## src/rtl/pcrsh_ram.sv

```systemverilog
// ---------------------------------------------------------------------------
// pcrsh_ram
// Generic simple dual-port RAM: one write port, one read port, registered
// read data, no reset.
// ---------------------------------------------------------------------------
module pcrsh_ram #(
  parameter int WIDTH = 32,
  parameter int DEPTH = 16
) (
  input  logic                                 clk,
  input  logic                                 we,
  input  logic [(DEPTH > 1 ? $clog2(DEPTH) : 1)-1:0] waddr,
  input  logic [WIDTH-1:0]                     wdata,
  input  logic [(DEPTH > 1 ? $clog2(DEPTH) : 1)-1:0] raddr,
  output logic [WIDTH-1:0]                     rdata
);

  logic [WIDTH-1:0] mem [DEPTH];

  always_ff @(posedge clk) begin
    if (we) begin
      mem[waddr] <= wdata;
    end
    rdata <= mem[raddr];
  end

endmodule

```

## config.mk

```make
export PLATFORM = sky130hd
export DESIGN_NAME = pcrsh_ram
export DESIGN_NICKNAME = d
export VERILOG_FILES = /design/src/rtl/pcrsh_ram.sv
export SDC_FILE = /design/constraint.sdc
export NUM_CORES = 1
export LEC_CHECK = 0
export BUFFER_PORTS_ARGS = -buffer_cell sky130_fd_sc_hd__clkbuf_2
export CORE_ASPECT_RATIO = 1.4
export CORE_MARGIN = 2
export CORE_UTILIZATION = 50
export CTS_CLUSTER_SIZE = 20
export DETAILED_ROUTE_END_ITERATION = 6
export GPL_TIMING_DRIVEN = 0
export PLACE_DENSITY = 0.67
export SLEW_MARGIN = 20
export SYNTH_ARGS = -nofsm -noshare
export SYNTH_HDL_FRONTEND = slang
export SYNTH_SLANG_ARGS = --single-unit
```

## constraint.sdc

```tcl
create_clock -name clk -period 8 [get_ports clk]
set_clock_uncertainty 0.15 [all_clocks]
set_input_delay 0.4 -clock clk [delete_from_list [all_inputs] [get_ports clk]]
set_output_delay 0.4 -clock clk [all_outputs]
set_load 0.1 [all_outputs]
```

==> run summary <==
=======================================================================================
Status ................................................................... finished clean
Synthesis warning total ..................................................            0
Net count, final .........................................................         1040
Reported leakage power ...................................................      7.52 nW
Unrepaired setup endpoints after global routing ..........................        false
Pin count of the biggest net entering global routing .....................           19
Via count normalized by instance count ...................................         5.87
Number of buffers created by CTS .........................................           48
H-tree levels ............................................................            2
Sum of internal, switching and leakage power .............................    0.00591 W
Final Hold Vio Count .....................................................            0
Setup Buffers After CTS ..................................................            0
Destination of the worst register-to-register timing path ................    rdata[20]
Number of buffers added on ports .........................................           71
Worst reg-to-reg setup slack .............................................      6.48 ns
Effective utilization at floorplan .......................................        50.6%
Share of cells above drive strength 1 ....................................        33.4%
Synth-to-Final Area Change ...............................................        17.0%
Met3 track utilization from global routing ...............................        3.67%
Avg Inst Size Synth ......................................................    23.7 um^2
Worst Max-Slew Pin Slew ..................................................     0.912 ns
Worst-case vdd ir drop ...................................................     0.172 mV
Post-detailed-placement half-perimeter wirelength ........................      26.7 mm
Depth of the worst hold-timing path ......................................            1
Worst path setup slack after routing .....................................      6.06 ns
Cells resized by post-CTS repair .........................................            0
Detailed Routing Iterations Pass 1 .......................................            5
FMAX .....................................................................      516 MHz
Remaining number of nets flagged by the antenna check after routing ......            0
Required time reported for the critical path endpoint ....................      8.12 ns
Core outline area ........................................................   39300 um^2
Overall track demand over capacity in global routing .....................        21.3%
Die Height ...............................................................       240 um
Number of cell rows ......................................................           86
Worst Min Path Start .....................................................     wdata[5]
Clock tree root driver cell .............................................. sky130_fd_sc_hd__clkbuf_16
Global-route met1 utilization ............................................        29.6%
Hold Path Class .......................................................... primary input to flip-flop
Bufs on Longest Clock Path ...............................................            3
Synth Cell Area ..........................................................   19900 um^2
Arrival time at the worst endpoint .......................................      2.06 ns
Hold buffers post-CTS ....................................................            0
Total of flip-flops plus latches after synthesis .........................          544
Global routing usage on met2 .............................................        35.1%
Clk pin slew, worst setup/hold paths .....................................      0.07 ns
Number of violations reported at the end of detailed-routing iteration 0 .          980
Pwr Density ..............................................................  255 nW/um^2
Post-layout min period ...................................................      1.94 ns
Number of DRC violations after detailed routing ..........................            0
Die Span X ...............................................................       172 um
Commonest non-fill, non-tap cell in the layout ........................... sky130_fd_sc_hd__edfxtp_1
Routed length per placed instance ........................................      26.9 um
Category of the worst setup path launch point ............................ primary input
Setup violation total in the final timing report .........................            0
Crit-path leading delay family ........................................... simple AND/OR/NAND/NOR gates
Number of sinks driven by the clock tree .................................          544
Total number of vias .....................................................         9195
Clock insertion delay at the later pin of the skew report ................      0.58 ns
Maxcap violations ........................................................            0
I/O pins .................................................................           74
Tcrit/Tclk final .........................................................        24.2%
Gate Count Post-Synth ....................................................          838
Die Outline Area .........................................................   41300 um^2
Ordered cell list for the critical path .................................. clkbuf_2 > nand3b_1 > nor3_2 > buf_6 > buf_6 > buf_4
Total nets after synthesis ...............................................          880
Number of fill cells .....................................................         2777
Sum of negative setup slack ..............................................         0 ns
Layer with the highest usage .............................................         met2
Number of antenna violations at the first check in global routing ........            3
Critical register-to-register path startpoint ............................  mem[11][20]
Final weighted congestion in routability-driven placement ................        0.681
Sum of overflow across all layers after global routing ...................            0
CTS tree .................................................................          yes
Via count of the first global-routing pass ...............................         9381
Post-detailed-routing wire length ........................................      42.1 mm
Crit Path Max Fanout .....................................................            6
Pins Over Slew Limit .....................................................            0
Destination of the worst hold path .......................................    mem[2][5]
Sequential-to-total area share from yosys stat ...........................        80.7%
Commonest cells after routing, fill and taps aside ....................... sky130_fd_sc_hd__edfxtp_1 (512), sky130_fd_sc_hd__mux4_2 (128), sky130_fd_sc_hd__clkbuf_2 (71)
Cells on worst reg2reg path ..............................................            3
Highest cell delay on the worst timing path ..............................      0.58 ns
Dominant cell type by count on the critical path ......................... sky130_fd_sc_hd__buf_6
Crit-path slowest cell ................................................... sky130_fd_sc_hd__nor3_2
Kind of end point of the critical path ...................................    flip-flop
Global-route wire length before repair ...................................      62.0 mm
Rel. slew slack ..........................................................        39.2%
Type of the worst setup path ............................................. primary input to flip-flop
Worst Path Buf+Inv .......................................................            4
Post-route worst hold slack ..............................................    0.0704 ns
Count of distinct cell types in the synthesized netlist ..................           18
Post-Place Worst Slack ...................................................      5.45 ns
=======================================================================================
[state kept, by name, indices dropped and copies added, names as in the netlist]
register / flops
mem: 512
rdata: 32
[Yosys cell counts]
| master | number | area share, % |
|---|---|---|
| sky130_fd_sc_hd__a22oi_1 | 64 | 2.4 |
| sky130_fd_sc_hd__and2_1 | 1 | 0.032 |
| sky130_fd_sc_hd__buf_1 | 9 | 0.17 |
| sky130_fd_sc_hd__buf_2 | 4 | 0.10 |
| sky130_fd_sc_hd__buf_4 | 11 | 0.42 |
| sky130_fd_sc_hd__buf_6 | 2 | 0.11 |
| sky130_fd_sc_hd__clkbuf_1 | 17 | 0.32 |
| sky130_fd_sc_hd__dfxtp_1 | 32 | 3.2 |
| sky130_fd_sc_hd__edfxtp_1 | 512 | 77 |
| sky130_fd_sc_hd__mux4_2 | 128 | 15 |
| sky130_fd_sc_hd__nand2_1 | 33 | 0.62 |
| sky130_fd_sc_hd__nand2b_1 | 2 | 0.063 |
| sky130_fd_sc_hd__nand3_1 | 1 | 0.025 |
| sky130_fd_sc_hd__nand3b_1 | 2 | 0.076 |
| sky130_fd_sc_hd__nor2_1 | 13 | 0.25 |
| sky130_fd_sc_hd__nor2b_1 | 2 | 0.063 |
| sky130_fd_sc_hd__nor3_1 | 4 | 0.10 |
| sky130_fd_sc_hd__or3b_2 | 1 | 0.044 |
[power by group]
group          switching, W  leakage, nW  total, W  internal, W
clock              0.000992        0.778   0.00228      0.00129
sequential        0.0000162         4.89   0.00320      0.00318
combinational      0.000308         1.85  0.000431     0.000124
total               0.00132         7.52   0.00591      0.00460
[worst max path at each step]
stage	startpoint	end	slack [ns]	cells after the start
after floorplan	waddr[2]	mem[0][0]	4.27	2
after global placement	waddr[2]	mem[0][3]	1.46	3
after detailed placement	waddr[3]	mem[4][8]	5.45	5
after CTS	waddr[3]	mem[4][13]	6.06	5
after global routing	waddr[3]	mem[4][13]	6.00	5
final	waddr[2]	mem[8][5]	6.06	6
[layout make-up]
class	count	area, um^2	share of cell area, %
diodes	2	5.00	0.0215
plain buffers	43	223	0.959
clock buffers	57	1300	5.59
clock inverters	32	265	1.14
multi-input cells	251	3730	16.0
flip-flops and latches	544	16000	68.9
well taps	528	661	2.84
repair buffers	110	1040	4.47
[per-stage QoR]
step	instance area [um^2]	util (%)	instances
after floorplan	19900	-	838
after global placement	20900	53.1	1437
after detailed placement	21700	55.2	1476
after CTS	23200	59.1	1565
after global routing	23200	59.1	1566
final	23200	59.1	1567
[layer usage]
layer | wire (um) | vias to the layer above
li1 | - | 3897
met1 | 16800 | 4874
met5 | 13 | -
met2 | 21500 | 358
met3 | 2950 | 64
met4 | 945 | 2
[cell families (layout without fill, tap and decap cells)]
group | after synthesis | count (layout) | share of synthesized area [%]
AO/OA/AOI/OAI | 64 | 64 | 2.42
buffers and inverters | 43 | 242 | 1.12
flip-flops | 544 | 544 | 80.7
multiplexers | 128 | 128 | 14.5
other | 0 | 2 | 0
AND/OR/NAND/NOR | 59 | 59 | 1.27
(Power assumes the default switching activity.)
