===== config.mk =====
export PLATFORM = sky130hd
export DESIGN_NAME = pcrsh_ctrl
export DESIGN_NICKNAME = d
export VERILOG_FILES = /design/src/rtl/pcrsh_pkg.sv /design/src/rtl/pcrsh_ctrl.sv
export SDC_FILE = /design/constraint.sdc
export NUM_CORES = 1
export LEC_CHECK = 0
export BUFFER_PORTS_ARGS = -buffer_cell sky130_fd_sc_hd__buf_2
export CAP_MARGIN = 20
export CORE_UTILIZATION = 40
export CTS_CLUSTER_SIZE = 20
export DETAILED_ROUTE_END_ITERATION = 8
export PLACE_DENSITY_LB_ADDON = 0.25
export RECOVER_POWER = 50
export SYNTH_ARGS = -nofsm -noshare
export SYNTH_HDL_FRONTEND = slang
export SYNTH_SLANG_ARGS = --single-unit

===== constraint.sdc =====
create_clock -name clk -period 13.86 [get_ports clk]
set_input_delay 2.772 -clock clk [delete_from_list [all_inputs] [get_ports clk]]
set_output_delay 2.772 -clock clk [all_outputs]
set_load 0.01 [all_outputs]

===== src/rtl/pcrsh_pkg.sv =====
// ---------------------------------------------------------------------------
// pcrsh_pkg
// Shared types and codes for the pc range sample histogram: request kinds,
// result status codes, field widths and the input and result word layouts.
// ---------------------------------------------------------------------------
package pcrsh_pkg;

  localparam int REQ_W    = 2;
  localparam int ADDR_W   = 32;
  localparam int SIZE_W   = 13;
  localparam int OFF_W    = 12;
  localparam int STATUS_W = 2;
  localparam int CNT_W    = 32;
  localparam int LEN_W    = 13;

  // request kinds
  localparam logic [REQ_W-1:0] REQ_REGISTER = 2'd0;
  localparam logic [REQ_W-1:0] REQ_SAMPLE   = 2'd1;
  localparam logic [REQ_W-1:0] REQ_READ     = 2'd2;

  // result status
  localparam logic [STATUS_W-1:0] ST_OK      = 2'd0;
  localparam logic [STATUS_W-1:0] ST_NOMATCH = 2'd1;
  localparam logic [STATUS_W-1:0] ST_NOROOM  = 2'd2;
  localparam logic [STATUS_W-1:0] ST_OFFSET  = 2'd3;

  typedef struct packed {
    logic [OFF_W-1:0]  offset;
    logic [SIZE_W-1:0] block_size;
    logic [ADDR_W-1:0] addr;
    logic [REQ_W-1:0]  req_type;
  } item_t;

  typedef struct packed {
    logic [LEN_W-1:0]    block_length;
    logic [CNT_W-1:0]    count_value;
    logic [STATUS_W-1:0] status;
  } result_t;

endpackage


===== src/rtl/pcrsh_ctrl.sv =====
// ---------------------------------------------------------------------------
// pcrsh_ctrl
// Sequencer for the histogram: clears the counter store after reset, walks
// the range table one entry per probe through a single compare unit, then
// reads one counter and, for a sample, updates it.
// ---------------------------------------------------------------------------
module pcrsh_ctrl #(
  parameter int MAX_RANGES  = 16,
  parameter int POOL_WORDS  = 4096,
  parameter int ADDR_WIDTH  = 32,
  parameter int COUNT_WIDTH = 32,
  localparam int RIDX = (MAX_RANGES > 1) ? $clog2(MAX_RANGES) : 1,
  localparam int PIDX = $clog2(POOL_WORDS),
  localparam int PNW  = $clog2(POOL_WORDS + 1),
  localparam int TW   = 2 * ADDR_WIDTH + PNW
) (
  input  logic                    clk,
  input  logic                    rst,
  input  logic                    in_valid,
  output logic                    in_ready,
  input  pcrsh_pkg::item_t        in_item,
  output logic                    res_valid,
  input  logic                    res_ready,
  output pcrsh_pkg::result_t      res,
  // range table port
  output logic                    tbl_we,
  output logic [RIDX-1:0]         tbl_waddr,
  output logic [TW-1:0]           tbl_wdata,
  output logic [RIDX-1:0]         tbl_raddr,
  input  logic [TW-1:0]           tbl_rdata,
  // counter store port
  output logic                    cnt_we,
  output logic [PIDX-1:0]         cnt_waddr,
  output logic [COUNT_WIDTH-1:0]  cnt_wdata,
  output logic [PIDX-1:0]         cnt_raddr,
  input  logic [COUNT_WIDTH-1:0]  cnt_rdata
);

  localparam int AW   = ADDR_WIDTH;
  localparam int RCW  = $clog2(MAX_RANGES + 1);
  localparam int SUMW = ((PNW > pcrsh_pkg::SIZE_W) ? PNW : pcrsh_pkg::SIZE_W) + 1;

  typedef enum logic [2:0] {
    S_CLEAR,
    S_IDLE,
    S_TBL_RD,
    S_TBL_CMP,
    S_CNT_RD,
    S_CNT_UPD,
    S_FIN
  } state_t;

  state_t                          state;
  logic [PIDX-1:0]                 clr_addr;
  logic [RCW-1:0]                  range_count;
  logic [RIDX-1:0]                 last_hit_index;
  logic                            last_hit_valid;
  logic [PNW-1:0]                  pool_next;
  logic [pcrsh_pkg::REQ_W-1:0]     req;
  logic [AW-1:0]                   a;
  logic [pcrsh_pkg::OFF_W-1:0]     off;
  logic [RIDX-1:0]                 walk_idx;
  logic                            walk_lh;
  logic [PIDX-1:0]                 cnt_idx;
  logic [pcrsh_pkg::LEN_W-1:0]     hit_len;

  logic [AW-1:0]          in_a;
  logic [SUMW-1:0]        pool_sum;
  logic                   room;
  logic [AW-1:0]          t_start;
  logic [AW-1:0]          t_end;
  logic [PNW-1:0]         t_base;
  logic [AW-1:0]          t_span;
  logic                   t_holds;
  logic                   t_same;
  logic [COUNT_WIDTH-1:0] cnt_inc;

  always_comb begin
    in_a     = AW'(in_item.addr);
    pool_sum = SUMW'(pool_next) + SUMW'(in_item.block_size);
    room     = (range_count < RCW'(MAX_RANGES)) && (pool_sum <= SUMW'(POOL_WORDS));
    t_start  = tbl_rdata[AW-1:0];
    t_end    = tbl_rdata[2*AW-1:AW];
    t_base   = tbl_rdata[TW-1:2*AW];
    t_span   = t_end - t_start;
    t_holds  = (a >= t_start) && (a < t_end);
    t_same   = (a == t_start);
    // saturating increment
    cnt_inc  = (&cnt_rdata) ? cnt_rdata : cnt_rdata + 1'b1;
  end

  assign in_ready  = (state == S_IDLE);
  assign res_valid = (state == S_FIN);

  assign tbl_we    = (state == S_IDLE) && in_valid &&
                     (in_item.req_type == pcrsh_pkg::REQ_REGISTER) && room;
  assign tbl_waddr = range_count[RIDX-1:0];
  assign tbl_wdata = {pool_next, in_a + AW'(in_item.block_size), in_a};
  assign tbl_raddr = walk_idx;

  assign cnt_we    = (state == S_CLEAR) ||
                     ((state == S_CNT_UPD) && (req == pcrsh_pkg::REQ_SAMPLE));
  assign cnt_waddr = (state == S_CLEAR) ? clr_addr : cnt_idx;
  assign cnt_wdata = (state == S_CLEAR) ? '0 : cnt_inc;
  assign cnt_raddr = cnt_idx;

  always_ff @(posedge clk) begin
    if (rst) begin
      state          <= S_CLEAR;
      clr_addr       <= '0;
      range_count    <= '0;
      last_hit_index <= '0;
      last_hit_valid <= 1'b0;
      pool_next      <= '0;
    end else begin
      case (state)
        S_CLEAR: begin
          clr_addr <= clr_addr + 1'b1;
          if (clr_addr == PIDX'(POOL_WORDS - 1)) begin
            state <= S_IDLE;
          end
        end

        S_IDLE: begin
          if (in_valid) begin
            req      <= in_item.req_type;
            a        <= in_a;
            off      <= in_item.offset;
            walk_idx <= RIDX'(range_count - 1'b1);
            walk_lh  <= 1'b0;
            res      <= '{block_length: '0, count_value: '0,
                          status: pcrsh_pkg::ST_NOMATCH};
            state    <= S_FIN;
            case (in_item.req_type)
              pcrsh_pkg::REQ_REGISTER: begin
                if (room) begin
                  range_count <= range_count + 1'b1;
                  pool_next   <= PNW'(pool_sum);
                  res <= '{block_length: in_item.block_size, count_value: '0,
                           status: pcrsh_pkg::ST_OK};
                end else begin
                  res <= '{block_length: '0, count_value: '0,
                           status: pcrsh_pkg::ST_NOROOM};
                end
              end
              pcrsh_pkg::REQ_SAMPLE: begin
                if (last_hit_valid && (RCW'(last_hit_index) < range_count)) begin
                  walk_idx <= last_hit_index;
                  walk_lh  <= 1'b1;
                  state    <= S_TBL_RD;
                end else if (range_count != '0) begin
                  state <= S_TBL_RD;
                end
              end
              pcrsh_pkg::REQ_READ: begin
                if (range_count != '0) begin
                  state <= S_TBL_RD;
                end
              end
              default: begin
                state <= S_FIN;
              end
            endcase
          end
        end

        S_TBL_RD: begin
          state <= S_TBL_CMP;
        end

        S_TBL_CMP: begin
          hit_len <= pcrsh_pkg::LEN_W'(t_span);
          if (req == pcrsh_pkg::REQ_SAMPLE) begin
            if (t_holds) begin
              if (!walk_lh) begin
                last_hit_index <= walk_idx;
                last_hit_valid <= 1'b1;
              end
              cnt_idx <= PIDX'(t_base) + PIDX'(a - t_start);
              state   <= S_CNT_RD;
            end else if (walk_lh) begin
              // last-hit probe missed, fall back to the newest-first walk
              walk_idx <= RIDX'(range_count - 1'b1);
              walk_lh  <= 1'b0;
              state    <= S_TBL_RD;
            end else if (walk_idx == '0) begin
              state <= S_FIN;
            end else begin
              walk_idx <= walk_idx - 1'b1;
              state    <= S_TBL_RD;
            end
          end else begin
            if (t_same) begin
              if (AW'(off) >= t_span) begin
                res <= '{block_length: pcrsh_pkg::LEN_W'(t_span), count_value: '0,
                         status: pcrsh_pkg::ST_OFFSET};
                state <= S_FIN;
              end else begin
                cnt_idx <= PIDX'(t_base) + PIDX'(off);
                state   <= S_CNT_RD;
              end
            end else if (walk_idx == '0) begin
              state <= S_FIN;
            end else begin
              walk_idx <= walk_idx - 1'b1;
              state    <= S_TBL_RD;
            end
          end
        end

        S_CNT_RD: begin
          state <= S_CNT_UPD;
        end

        S_CNT_UPD: begin
          if (req == pcrsh_pkg::REQ_SAMPLE) begin
            res <= '{block_length: hit_len,
                     count_value: pcrsh_pkg::CNT_W'(cnt_inc),
                     status: pcrsh_pkg::ST_OK};
          end else begin
            res <= '{block_length: hit_len,
                     count_value: pcrsh_pkg::CNT_W'(cnt_rdata),
                     status: pcrsh_pkg::ST_OK};
          end
          state <= S_FIN;
        end

        S_FIN: begin
          if (res_ready) begin
            state <= S_IDLE;
          end
        end

        default: begin
          state <= S_IDLE;
        end
      endcase
    end
  end

endmodule


==> key figures <==
Die
  – Die width: about 190 um
  – Ports: roughly 360
  – Die area: roughly 0.037 mm2
  – # rows: 69
  – Height of the chip: between 150 and 200 um
  – Placeable Area: 0.03557 mm2
  – Initial Util: 0.4071

Clock network
  – Clock latency on the worst-skew pair: 450 ps
  – CTS root buffer: clkbuf_16
  – Setup Buffers After CTS: 0
  – Sink Count: ~160
  – CTS H-Tree Depth: 4
  – Post-CTS Resized: 0
  – Clock tree buffer depth: 2
  – CTS tree: yes
  – # hold bufs at CTS: 0
  – Reg clk slew, reported paths: approximately 70 ps
  – Num CTS Buffers: 17

Final layout
  – Final Non-Filler Cells: 2450
  – Count of nets after finishing: between 2000 and 2500
  – Most frequent cells in the layout: 240 x buf_2, 168 x ha_1, 162 x inv_1
  – Layout cells sized above 1: 0.1608
  – Synth-to-layout area growth: 16.85%
  – Commonest non-fill, non-tap cell in the layout: buf_2

Yosys
  – EDFF count, synth: 123
  – Synth Flop Type: edfxtp_1
  – Mux cell area share after synthesis: 0.02117
  – Syn Nets: 2016
  – #FFs+latches synth: 161
  – Avg Inst Size Synth: slightly below 9 um2
  – Total number of yosys warnings: 0
  – Synth top area share: 0.2551
  – Synth area leaders: edfxtp_1 26%, ha_1 15%, dfxtp_1 5.3%
  – Largest family of logic cells by synthesized area: simple AND/OR/NAND/NOR gates
  – Xor/xnor share of the synthesized area: 0.07924
  – Cell taking the most area after synthesis: edfxtp_1
  – Synthesized cell area: around 0.014 mm2
  – Compound-gate portion of the synthesized area: 0.1631
  – Synth cell types: ~80
  – Register area share after synthesis: 0.3076
  – Adder-Cell Fraction of Synth Area: 0.1659
  – Synth Area in Simple Gates: 0.1902
  – Mapped Cells: 1661
  – Async S/R FF share, synth: 0

GRT
  – Total Routing Usage GR: 0.2394
  – Total grt overflow: 0
  – Largest net degree at the start of global routing: 53
  – Number of global-route vias before repair: roughly 12000
  – Initial antenna violation count: 5
  – First-pass GRT wire length: ~67000 um

Worst setup path
  – Startpoint types: primary input
  – Worst Path Arrival: around 6600 ps
  – Critical Path Sink: tbl_we
  – WS Path Type: in2out
  – Crit Reg-Reg Startpoint: pool_next[0]
  – Worst r2r path cells: 14
  – Critical R2R Capture: pool_next[9]
  – Crit. End Element: primary output
  – Crit path max fanout: 16
  – Slack of the worst reg-to-reg path: 9500 ps
  – Req. time, crit path: around 11000 ps
  – Critical path origin: in_item[34]

Placed design
  – GP Congestion: approximately 0.92
  – IO Port Bufs: approximately 360
  – Placed cell count: 2412
  – DP HPWL: roughly 36000 um
  – Pre-CTS setup slack: ~4500 ps

STA
  – Final hold violations: 0
  – Final-report max-slew violation count: ~150
  – Final WS setup: roughly 4500 ps
  – RSZ-0062 raised after global routing: no
  – Final Hold Slack: 460.9 ps
  – Fmax: 106.9 MHz
  – Fin crit period: 9354 ps
  – Worst slew margin: -0.8040
  – Crit share post-route: 0.6749
  – Worst Max-Slew Pin Slew: ~2700 ps
  – Final setup vio count: 0
  – Setup TNS: 0 ps
  – Layout Skew: 15.68 ps

Drt
  – Final WL: ~45000 um
  – # DRC: 0
  – Vias per std cell: around 5.4
  – Detailed Routing Iterations Pass 1: 7
  – Via count: 13190
  – Routed len/inst: 18.30 um
  – Iter 0 DRT Violations: a little under 800
  – Post-route ant nets: 0

Worst hold path
  – Hold Crit Class: reg2reg
  – Hold path depth: 2

Power
  – PwrDens: ~78 mW/mm2
  – Max IR drop VDD: 0.09489 mV
  – Static Leak: 7.459 nW

Status
  – Status: finished with violations
  – Failing checks: max-capacitance violations, max-slew violations

Run
  – MaxCap Viol Count: 3
cell usage after synthesis (all sizes together), types with 16 or more instances:
cell type and number:
a21o 44, a21oi 115, and3 33, buf 44, clkbuf 36, dfxtp 38, edfxtp 123, ha 168
inv 163, mux2i 16, nand2 102, nand2b 20, nand3 43, nand4 37, nor2 160, nor2b 20
nor3 42, o21ai 85, or3 25, xnor2 64, xor2 67
power breakdown:
part,switching (mW),internal [mW],total (mW)
Sequential,0.000959,0.519,0.520
Clock,0.215,0.255,0.469
Combinational,0.194,0.133,0.326
Total,0.409,0.906,1.32
through the flow:
| stage | util | total power, mW | instance area, um2 |
|---|---|---|---|
| finish | 0.4757 | 1.316 | 16920 |
| global route | 0.4755 | 1.382 | 16910 |
| CTS | 0.4801 | 1.326 | 17080 |
| detailed placement | 0.4641 | 0.8545 | 16510 |
| global placement | 0.4641 | 0.8483 | 16510 |
| floorplan | - | 0.7479 | 14480 |
cell families (layout without fill, tap and decap cells):
logic type                 after synthesis  in the layout
AOI/OAI and AO/OA                      365            365
xor gates and xnor gates               131            131
adders and majority gates              183            183
buffers and inverters                  243            566
DFF                                    161            161
muxes                                   29             29
other                                    0              5
and+or+nand+nor                        549            549
sequential cells by signal, indices dropped and copies added (netlist names), 5 cells and up:
signal and cells:
pool_next 13, cnt_raddr 12, off 12, range_count 5, res 47, hit_len 13, clr_addr 12, a 32
area by class of cell:
class | instances | area [um2]
Antenna cell | 5 | 12.51
Inverter | 163 | 611.8
Multi-Input combinational cell | 1257 | 8984
Fill cell | 3588 | 18650
Clock inverter | 13 | 126.4
Timing Repair Buffer | 371 | 1712
Sequential cell | 161 | 4454
Clock buffer | 19 | 442.9
Tap cell | 461 | 576.8
critical path: stages:
cell and delay [ps]:
buf_2 160, ha_1 180, inv_1 60, fa_1 400, nor2b_1 150, o21ai_1 90
a21oi_1 250, o21ai_0 150, a2111oi_0 530, nand4_1 200, o41ai_2 470, nand2_1 520
inv_2 440, buf_2 200
worst min path at each step:
stage | from | to | slack [ps]
after floorplan | last_hit_valid | last_hit_valid | 420
after global routing | last_hit_valid | last_hit_valid | 470
after CTS | last_hit_valid | last_hit_valid | 460
after global placement | last_hit_valid | last_hit_valid | 430
final | last_hit_valid | last_hit_valid | 460
after detailed placement | last_hit_valid | last_hit_valid | 450
per-layer routing:
layer / track usage / vias to the layer above / part of all wire
met1: 0.3280 / 6178 / 0.47
met2: 0.3812 / 427 / 0.45
met4: 0.07632 / 4 / 0.020
met5: 0 / - / 0.00051
li1: - / 6533 / -
met3: 0.04183 / 49 / 0.063
Note: power is estimated with default switching activity, not from simulation.
